===== config.mk =====
export PLATFORM = sky130hd
export DESIGN_NAME = tcgw_front
export DESIGN_NICKNAME = d
export VERILOG_FILES = /design/src/rtl/tcgw_pkg.sv /design/src/rtl/tcgw_front.sv
export VERILOG_INCLUDE_DIRS = /design/src /design/src/rtl
export SDC_FILE = /design/constraint.sdc
export NUM_CORES = 1
export LEC_CHECK = 0
export BUFFER_PORTS_ARGS = -buffer_cell sky130_fd_sc_hd__buf_2
export CORE_ASPECT_RATIO = 0.6
export CORE_MARGIN = 4
export CORE_UTILIZATION = 51
export CTS_CLUSTER_SIZE = 10
export DETAILED_ROUTE_END_ITERATION = 7
export GPL_TIMING_DRIVEN = 0
export PLACE_DENSITY = 0.75
export SYNTH_ARGS = -nofsm -noshare
export SYNTH_HDL_FRONTEND = slang
export SYNTH_SLANG_ARGS = --single-unit
export TNS_END_PERCENT = 10

===== constraint.sdc =====
create_clock -name clock -period 1.9 [get_ports clock]
set_input_delay 0.095 -clock clock [delete_from_list [all_inputs] [get_ports clock]]
set_output_delay 0.095 -clock clock [all_outputs]
set_load 0.01 [all_outputs]

===== src/rtl/assert_macros.svh =====
// Assertion macros shared by the glyph writer RTL
`ifndef ASSERT_MACROS_SVH
`define ASSERT_MACROS_SVH
`ifndef SYNTHESIS
`define ASSERT_ALWAYS(label, clk, rst, prop) \
   label: assert property (@(posedge clk) disable iff (rst) (prop)) \
      else $error("%m: check failed");
`define ASSERT_NEVER(label, clk, rst, prop) \
   label: assert property (@(posedge clk) disable iff (rst) !(prop)) \
      else $error("%m: forbidden condition seen");
`else
`define ASSERT_ALWAYS(label, clk, rst, prop)
`define ASSERT_NEVER(label, clk, rst, prop)
`endif
`endif


===== src/rtl/tcgw_pkg.sv =====
// Types and constants of the text console glyph writer
`timescale 1ns / 1ps
`default_nettype none
package tcgw_pkg;

   localparam int GLYPH_COUNT    = 128;
   localparam int MAX_SCREEN_DIM = 4096;
   localparam int CELL           = 8;
   localparam int CELL_AW        = $clog2(CELL);
   localparam int GLYPH_AW       = $clog2(GLYPH_COUNT);
   localparam int STORE_AW       = GLYPH_AW + CELL_AW;
   localparam int STORE_DEPTH    = GLYPH_COUNT * CELL;
   localparam int STEP_W         = 2 * CELL_AW;

   localparam int CODE_W   = 8;
   localparam int SLOT_W   = 10;
   localparam int DIM_W    = 13;
   localparam int PITCH_W  = 15;
   localparam int COL_W    = 12;
   localparam int ROW_W    = 13;
   localparam int OFF_W    = 26;
   localparam int DATA_W   = 24;
   localparam int CSR_IDX_W  = 2;
   localparam int CSR_DATA_W = 15;

   localparam logic [CODE_W-1:0] CHAR_BACKSPACE = 8'd8;
   localparam logic [CODE_W-1:0] CHAR_NEWLINE   = 8'd10;
   localparam logic [CODE_W-1:0] CHAR_RETURN    = 8'd13;

   localparam logic [CSR_IDX_W-1:0] CSR_SCREEN_WIDTH  = 2'd0;
   localparam logic [CSR_IDX_W-1:0] CSR_SCREEN_HEIGHT = 2'd1;
   localparam logic [CSR_IDX_W-1:0] CSR_LINE_PITCH    = 2'd2;
   localparam logic [CSR_IDX_W-1:0] CSR_HALF_WORD     = 2'd3;

   localparam logic [DIM_W-1:0]   WIDTH_RESET  = 13'd640;
   localparam logic [DIM_W-1:0]   HEIGHT_RESET = 13'd480;
   localparam logic [PITCH_W-1:0] PITCH_RESET  = 15'd2560;

   localparam logic [DATA_W-1:0] COLOR_WHITE = 24'hFFFFFF;
   localparam logic [DATA_W-1:0] COLOR_BLACK = 24'h000000;
   localparam logic [DATA_W-1:0] HALF_MASK   = 24'h00FFFF;

   typedef enum logic [2:0] {
      KIND_FONT,
      KIND_GLYPH,
      KIND_HIGH,
      KIND_BACKSPACE,
      KIND_NEWLINE,
      KIND_RETURN
   } kind_type;

   typedef struct packed {
      kind_type            kind;
      logic [CODE_W-1:0]   code;
      logic [SLOT_W-1:0]   slot;
      logic [CODE_W-1:0]   bits;
   } qentry_type;

   typedef struct packed {
      logic [DIM_W-1:0]   width;
      logic [DIM_W-1:0]   height;
      logic [PITCH_W-1:0] pitch;
      logic               half;
      logic               clear_ok;
   } cfg_type;

endpackage
`default_nettype wire


===== src/rtl/tcgw_front.sv =====
// Request intake: classifies requests and queues them for the draw engine
`timescale 1ns / 1ps
`default_nettype none
`include "assert_macros.svh"
module tcgw_front (
   input  wire logic                           clock,
   input  wire logic                           reset,
   input  wire logic                           req_valid,
   output logic                                req_ready,
   input  wire logic                           req_cmd,
   input  wire logic [tcgw_pkg::CODE_W-1:0]    req_char_code,
   input  wire logic [tcgw_pkg::SLOT_W-1:0]    req_font_slot,
   input  wire logic [tcgw_pkg::CODE_W-1:0]    req_font_bits,
   output tcgw_pkg::qentry_type                head,
   output logic                                head_valid,
   input  wire logic                           pop
);
   import tcgw_pkg::*;

   localparam int QDEPTH = 2;
   localparam int QPTR_W = $clog2(QDEPTH);
   localparam int QCNT_W = $clog2(QDEPTH + 1);

   qentry_type              entries_ff [QDEPTH];
   logic [QPTR_W-1:0]       wr_ptr_ff, wr_ptr_in;
   logic [QPTR_W-1:0]       rd_ptr_ff, rd_ptr_in;
   logic [QCNT_W-1:0]       count_ff, count_in;
   qentry_type              entry;
   logic                    push;

   always_comb begin
      entry.code = req_char_code;
      entry.slot = req_font_slot;
      entry.bits = req_font_bits;
      if (!req_cmd) begin
         entry.kind = KIND_FONT;
      end else begin
         unique case (req_char_code)
            CHAR_BACKSPACE: entry.kind = KIND_BACKSPACE;
            CHAR_NEWLINE:   entry.kind = KIND_NEWLINE;
            CHAR_RETURN:    entry.kind = KIND_RETURN;
            default:        entry.kind = req_char_code[CODE_W-1] ? KIND_HIGH : KIND_GLYPH;
         endcase
      end
   end

   assign req_ready  = (count_ff != QCNT_W'(QDEPTH));
   assign push       = req_valid && req_ready;
   assign head       = entries_ff[rd_ptr_ff];
   assign head_valid = (count_ff != '0);

   always_comb begin
      wr_ptr_in = push ? wr_ptr_ff + 1'b1 : wr_ptr_ff;
      rd_ptr_in = pop  ? rd_ptr_ff + 1'b1 : rd_ptr_ff;
      count_in  = count_ff;
      if (push && !pop) begin
         count_in = count_ff + 1'b1;
      end else if (pop && !push) begin
         count_in = count_ff - 1'b1;
      end
   end

   always_ff @(posedge clock) begin
      if (push) begin
         entries_ff[wr_ptr_ff] <= entry;
      end
   end

   always_ff @(posedge clock) begin
      if (reset) begin
         wr_ptr_ff <= '0;
         rd_ptr_ff <= '0;
         count_ff  <= '0;
      end else begin
         wr_ptr_ff <= wr_ptr_in;
         rd_ptr_ff <= rd_ptr_in;
         count_ff  <= count_in;
      end
   end

   `ASSERT_NEVER(a_pop_empty, clock, reset, pop && count_ff == '0)
   `ASSERT_ALWAYS(a_count_bound, clock, reset, count_ff <= QCNT_W'(QDEPTH))
endmodule
`default_nettype wire


After elaboration in Yosys (flattened, before gate mapping)
Memories as Yosys holds them, arrays and structs flattened. A register that Yosys moved wholly into a read port is not among the register bits.
Cells that the tools add are included.
Word-level totals
  memories kept: 1
  logic and storage cells: 28
  register bits: 4
  input port bits: 31
  RAM bits: 58
  output and inout port bits: 31
Memory list
  entries_ff: words 2, width 29, read ports 1, clocked after Yosys merged registers in 1, wr ports 1, line tcgw_front.sv:24  | qentry_type entries_ff [QDEPTH];
Operators by class
  add/sub/neg operators: 4
  reductions and logical operators: 7
  muxes and demuxes: 9
  equal/unequal tests: 4
Operators with widths (number)
  8-bit by 4-bit == test with 1-bit output (second input constant): 3
  3-bit case mux with 3 select lines: 1
  2-bit two-way mux: 3
  1-bit two-way mux: 4
  2-bit nonzero test: 2
  1-bit logical AND: 3
  3-bit two-way mux: 1
  1-bit adder (second input constant): 2
  2-bit by 1-bit adder with 2-bit output (second input constant): 1
  1-bit zero test: 2
  2-bit != test (second input constant): 1
  2-bit by 1-bit subtractor with 2-bit output (second input constant): 1

Depth between registers and ports, before layout
Gate-level depths: netlist of the first run.
  depth in word-level cells: 6
  depth in mapped cells: 6

Worst setup path before layout of the first run
OpenSTA, ideal clock, no wires.
  path type: reg2reg
  start: register count_ff[0]
  end: memory entries_ff[1][0] (netlist name), enable pin
  cell stages (with the launch flop): 3
  period minus slack after synthesis: 1.778 ns
  path buffers: 0
  data required time: 1.511 ns
  arrival time: 1.389 ns
  path slack: 0.122 ns
  cells stage by stage: dfxtp_1 nand2b_1 and3_1
Between the ends
  longest elaborated chain between the ends: 4
Ends and longest elaborated chain
  start: declaration: line tcgw_front.sv:27  | logic [QCNT_W-1:0] count_ff, count_in;
  start signal: assignment: line tcgw_front.sv:77  | count_ff <= count_in;
  2-bit != test: line tcgw_front.sv:47  | assign req_ready = (count_ff != QCNT_W'(QDEPTH));
  via req_ready: line tcgw_front.sv:9  | output logic req_ready,
  1-bit logical AND: line tcgw_front.sv:48  | assign push = req_valid && req_ready;
  1-bit two-way mux: line tcgw_front.sv:64  | if (push) begin
  1-bit two-way mux (implied by the code): line tcgw_front.sv:65  | entries_ff[wr_ptr_ff] <= entry;
  end: declaration: line tcgw_front.sv:24
The timed path passes the listed nets, and every way through them passes these cells.

==> run summary, run 1 <==
outcome -> finished, final reports clean
DRT antenna net count -> 0
final antenna diode count -> 0
total congestion overflow -> 0
Final Max Tran Viols -> 0
Routed Wire Length -> 4480 um
first-pass GRT wire length -> 7141 um
TritonRoute pass-1 iters -> 4
Synth-to-Final Area Change -> 35.05%
Final setup viols -> 0
clock buffer count from CTS -> 9
Placer Congestion -> 0.7581
Setup Skew -> 6.207 ps
largest net degree at the start of global routing -> 30
FMAX -> 0.5703 GHz
Tmin final -> 1753 ps
detailed placement HPWL -> 2889 um
GRT Total Usage -> 17.35%
crit path max fanout -> 10
layout cells sized above 1 -> 51.11%
Hold Path Cell Cnt -> 1
Clock Sinks -> 63
register area share after synthesis -> 77.47%
Synth area leaders -> edfxtp_1 (73%), mux2_2 (14%), dfxtp_1 (4.2%), xor2_1 (0.74%), buf_2 (0.63%)
synthesized area per cell -> 19.33 sq um
Critical Path Start Type -> register
post-synth cell types -> 24
cell depth of the worst flop-to-flop path -> 3
final worst-path cycle share -> 92.28%
Leakage Power -> 1.223 nW
Synth area leader -> edfxtp_1
drt wl/cell -> 15.72 um
Total Die Area -> 5853 sq um
final net count -> 252
post-synthesis cell area -> 2377 sq um
initial antenna violation count -> 0
root buf cell -> clkbuf_8
clock slew seen by the registers of the worst setup and hold paths -> 60 ps
unrepaired setup endpoints after global routing -> no
CP Capture Type -> primary output
#FFs+latches synth -> 63
Port Buffers -> 61
PD cells -> 1038 nW/um^2
syn nets -> 155
initial core utilization -> 55.26%
DRC viols -> 0
clk_lat worst skew -> 330 ps
CTS H-tree depth -> 3
Final Util -> 74.64%
Max Cap Viol -> 0
Finished Cell Area -> 3211 sq um
die width -> 96.14 um
Hold/Removal Path Class -> input pin to register
Final Hold Vio Count -> 0
top cell type's share of synthesized area -> 73.26%
critical path class -> register to primary output
DR vias -> 1,383
Critical Path AT -> 1660 ps
worst hold slack -> 33.36 ps
FP Rows -> 18
Worst VDD drop -> 0.0008277 V
Worst Path Required -> 1800 ps
die height -> 60.89 um
drt initial violations -> 41
Slew HR -> 54.77%
Bufs on Longest Clock Path -> 2
core area -> 4302 sq um
Worst-Margin Slew -> 678.4 ps
vias in the first global route -> 1,497
Post-Synthesis Cells -> 123
CTS tree -> done
io pins -> 62
vias per cell -> 4.853
Placed Area -> 2758 sq um
synth warn -> 0
[synth_stat cells]
cell type	number
edfxtp_1	58
a21bo_2	1
and2_1	1
mux2_2	29
ha_1	1
or4b_4	1
buf_2	3
o21ai_0	1
nand2b_1	2
and3_1	1
nor2_1	4
nor4_2	1
a211oi_1	1
o21a_1	1
xnor2_1	1
or3_1	1
o21ba_2	1
dfxtp_1	5
or2_2	1
nand3b_1	2
a21oi_1	2
inv_1	2
xor2_1	2
nand2_1	1
[sequential cells by signal, indices dropped and copies added (netlist names), named ones only]
| register | cells |
|---|---|
| wr_ptr_ff | 1 |
| count_ff | 2 |
| rd_ptr_ff | 1 |
| entries_ff | 58 |
[per-stage QoR]
stage | instances | TNS (ps) | power, W | setup slack (ps)
5_1_grt | 285 | 0 | 0.003483 | 41.40
4_1_cts | 285 | 0 | 0.003356 | 37.33
6_report | 285 | 0 | 0.003332 | 146.6
2_1_floorplan | 123 | 0 | 0.002032 | 122.2
3_3_place_gp | 244 | -4210 | 0.002214 | -147.1
3_5_place_dp | 244 | -8473 | 0.002245 | -209.6
[where the power goes]
| part | total, W | internal [W] | switching [W] |
|---|---|---|---|
| combinational | 0.000540 | 0.000261 | 0.000279 |
| clock | 0.00107 | 0.000593 | 0.000476 |
| sequential | 0.00172 | 0.00168 | 0.0000429 |
[cell usage in the layout, fill, tap and decap left out, drive strengths merged, types with 2 or more instances in the layout]
cell type,instances
dfxtp,5
clkinvlp,2
buf,64
a21oi,2
mux2,29
xor2,2
clkinv,5
nor2,4
edfxtp,58
nand2b,2
dlygate4sd3,25
clkbuf,9
nand3b,2
[what timing repair did]
item / 4_1_cts / 5_1_grt
setup endpoints to repair: 58 / 39
setup buffers: 0 / 0
resized for setup: 2 / 4
hold buffers: 25 / 0
cloned: 0 / 0
endpoints found under the hold margin: 53 / 0
[area by class of cell]
cell class | instances | area [sq um]
inverters | 2 | 11.26
well taps | 60 | 75.07
fillers | 272 | 1091
plain buffers | 3 | 17.52
flip-flops and latches | 63 | 1842
repair buffers | 86 | 555.5
multi-input cells | 55 | 521.8
clock buffers | 9 | 123.9
clock inverters | 7 | 63.81
[final timing paths]
check / from / slack (ps) / endpoint
setup / recovery: register / 150 / head[18]
hold / removal: req_char_code[0] / 30 / entries_ff[1][18]
setup reg to reg: count_ff[0] / 190 / entries_ff[0][19]
hold reg to reg: rd_ptr_ff / 520 / rd_ptr_ff
[logic make-up (layout without fill, tap and decap cells)]
group / after synthesis / count (layout) / share of synthesized area (%)
AOI/OAI and AO/OA: 7 / 7 / 2.105
muxes: 29 / 29 / 13.74
adders and majority gates: 1 / 1 / 0.5262
DFF: 63 / 63 / 77.47
and+or+nand+nor: 15 / 15 / 4.105
buffers and inverters: 5 / 107 / 0.9473
xor gates and xnor gates: 3 / 3 / 1.105
[per-layer routing]
layer	track usage [%]	share of wire [%]	up-vias
met5	0	0	-
met3	6.815	5.9	8
li1	-	-	670
met1	18.44	42	667
met2	30.72	51	38
met4	8.502	1.8	0
[worst max-delay path, stage by stage (launching register included)]
cell	delay [ps]
dfxtp_1	330
buf_2	250
buf_4	240
mux2_2	360
buf_2	140
(Power assumes the default switching activity.)
==> run 2: changes to the inputs <==
--- a/config.mk
+++ b/config.mk
@@ -7,13 +7,13 @@
 export NUM_CORES = 1
 export LEC_CHECK = 0
 export BUFFER_PORTS_ARGS = -buffer_cell sky130_fd_sc_hd__buf_2
-export CORE_ASPECT_RATIO = 0.6
+export CORE_ASPECT_RATIO = 1.75
 export CORE_MARGIN = 4
-export CORE_UTILIZATION = 51
+export CORE_UTILIZATION = 35
 export CTS_CLUSTER_SIZE = 10
 export DETAILED_ROUTE_END_ITERATION = 7
 export GPL_TIMING_DRIVEN = 0
-export PLACE_DENSITY = 0.75
+export PLACE_DENSITY = 0.55
 export SYNTH_ARGS = -nofsm -noshare
 export SYNTH_HDL_FRONTEND = slang
 export SYNTH_SLANG_ARGS = --single-unit
==> run 2 against run 1 <==
Compared with the run above: sequential share of layout area shrank 1.8 points; hold slack better by 2.5 ps; sequential power is essentially flat; global-route usage down 5.6 points; via count is 0.36% lower; sequential cell count stayed put; register-to-register slack worse by 40 ps; critical path type unchanged; largest power group unchanged.
==> run summary, run 2 (synthesis results as in run 1) <==
outcome -> finished, final reports clean
drt initial violations -> 49
Port Buffers -> 61
die height -> 117.0 um
Non-Filler Instances -> 306
largest net degree at the start of global routing -> 30
worst hold slack -> 35.85 ps
FP Rows -> 39
Clk network pwr share -> 40.0%
Clock Sinks -> 63
vias per cell -> 4.503
CP endpoint -> head[26]
Top Registers -> entries_ff x58, count_ff x2
initial core utilization -> 36.09%
crit path max fanout -> 10
total congestion overflow -> 0
Total Die Area -> 8227 sq um
Worst VDD drop -> 0.0006712 V
final antenna diode count -> 0
TritonRoute pass-1 iters -> 4
Max Cap Viol -> 0
Final setup viols -> 0
Hold/Removal Path Class -> input pin to register
final worst-path cycle share -> 93.13%
first-pass GRT wire length -> 7148 um
Synth-to-Final Area Change -> 39.53%
Largest register FFs -> 58
DR vias -> 1,378
Critical Path Start Type -> register
clock slew seen by the registers of the worst setup and hold paths -> 50 ps
Worst-Margin Slew -> 707.7 ps
cell depth of the worst flop-to-flop path -> 3
io pins -> 62
Slew HR -> 52.82%
Tmin final -> 1769 ps
most flop-heavy register -> entries_ff
layout cells sized above 1 -> 50.00%
root buf cell -> clkbuf_16
Net Switching -> 0.0008373 W
top layer reached by signal wires -> met4
core area -> 6588 sq um
Pint -> 0.002928 W
CTS H-tree depth -> 3
Final Hold Vio Count -> 0
FF-to-FF Start -> count_ff[0]
Comb power frac -> 14.1%
Leakage Power -> 1.261 nW
most frequent cells in the layout -> buf_2 (64), edfxtp_1 (58), mux2_2 (29)
DP Cell Count -> 266
HP Start -> req_char_code[0]
critical path class -> register to primary output
Worst Path Required -> 1800 ps
PD cells -> 1135 nW/um^2
CTS tree -> done
unrepaired setup endpoints after global routing -> no
Pwr Total -> 0.003766 W
metal2 WL -> 2560 um
Routed Wire Length -> 4524 um
detailed placement HPWL -> 3045 um
Setup Skew -> 3.579 ps
GRT Total Usage -> 11.73%
commonest non-fill, non-tap cell in the layout -> buf_2
initial antenna violation count -> 0
sequential group share of total power -> 45.8%
Bufs on Longest Clock Path -> 2
die width -> 70.30 um
DRT antenna net count -> 0
drt wl/cell -> 14.78 um
CP Capture Type -> primary output
switch share -> 22.23%
DRC viols -> 0
FMAX -> 0.5652 GHz
clock buffer count from CTS -> 9
Placer Congestion -> 0.6732
r2r endpoint -> entries_ff[0][16]
vias in the first global route -> 1,552
final net count -> 251
wl on met1 -> 1586 um
Final Max Tran Viols -> 0
met3 routed WL -> 282 um
clk_lat worst skew -> 320 ps
R2R Setup Slk -> 150 ps
Critical Path AT -> 1670 ps
-- run 2: cell types whose count changed in the layout (fill, tap and decap cells not counted), sizes merged --
cell,change
clkinv,+1
clkinvlp,-1
dlygate4sd3,-1
-- run 2: metrics by stage --
step / cell area (sq um) / utilization (%) / worst slack [ps] / setup TNS (ps)
3_5_place_dp: 2785 / 42.28 / -311.6 / -14000
2_1_floorplan: 2377 / - / 122.2 / 0
6_report: 3317 / 50.35 / 130.6 / 0
4_1_cts: 3309 / 50.24 / 44.61 / 0
3_3_place_gp: 2785 / 42.28 / -193.7 / -6666
5_1_grt: 3317 / 50.35 / 22.83 / 0
-- run 2: routing by layer --
metal / GRT usage, % / vias to the layer above
met1: 10.30 / 662
met2: 22.09 / 39
met5: 0 / -
li1: - / 669
met3: 5.128 / 8
met4: 6.138 / 0
-- run 2: repair_timing --
item / in CTS / in global routing
gates resized for setup: 2 / 2
endpoints found under the setup margin: 58 / 29
endpoints found under the hold margin: 47 / 0
hold buffers: 24 / 0
setup buffers: 0 / 0
-- run 2: power groups by stage --
| stage | Sequential [W] | Combinational (W) | Clock (W) |
|---|---|---|---|
| 2_1_floorplan | 0.00173 | 0.000297 | 0 |
| 3_3_place_gp | 0.00174 | 0.000481 | 0 |
| 3_5_place_dp | 0.00175 | 0.000493 | 0 |
| 4_1_cts | 0.00173 | 0.000540 | 0.00155 |
| 5_1_grt | 0.00174 | 0.000583 | 0.00161 |
| 6_report | 0.00173 | 0.000531 | 0.00151 |
-- run 2: worst max-delay path: stages, from the launching register on --
cell	delay [ps]
dfxtp_1	310
buf_2	240
buf_2	300
mux2_2	370
buf_2	140
-- run 2: worst min path at each step --
stage,to,slack [ps],cells after the start
floorplan,count_ff[1],160,1
global placement,entries_ff[1][0],280,1
detailed placement,entries_ff[1][16],290,1
CTS,entries_ff[1][18],20,1
global route,entries_ff[1][20],40,1
finish,entries_ff[0][18],40,1
-- run 2: area by class of cell --
type                            count  area (sq um)
Buffer                              3         15.01
Clock buffer                        9         225.2
Clock inverter                      7         53.80
Fill cell                         596          3271
Inverter                            2         11.26
Multi-Input combinational cell     55         521.8
Sequential cell                    63          1842
Tap cell                           82         102.6
Timing Repair Buffer               85         545.5
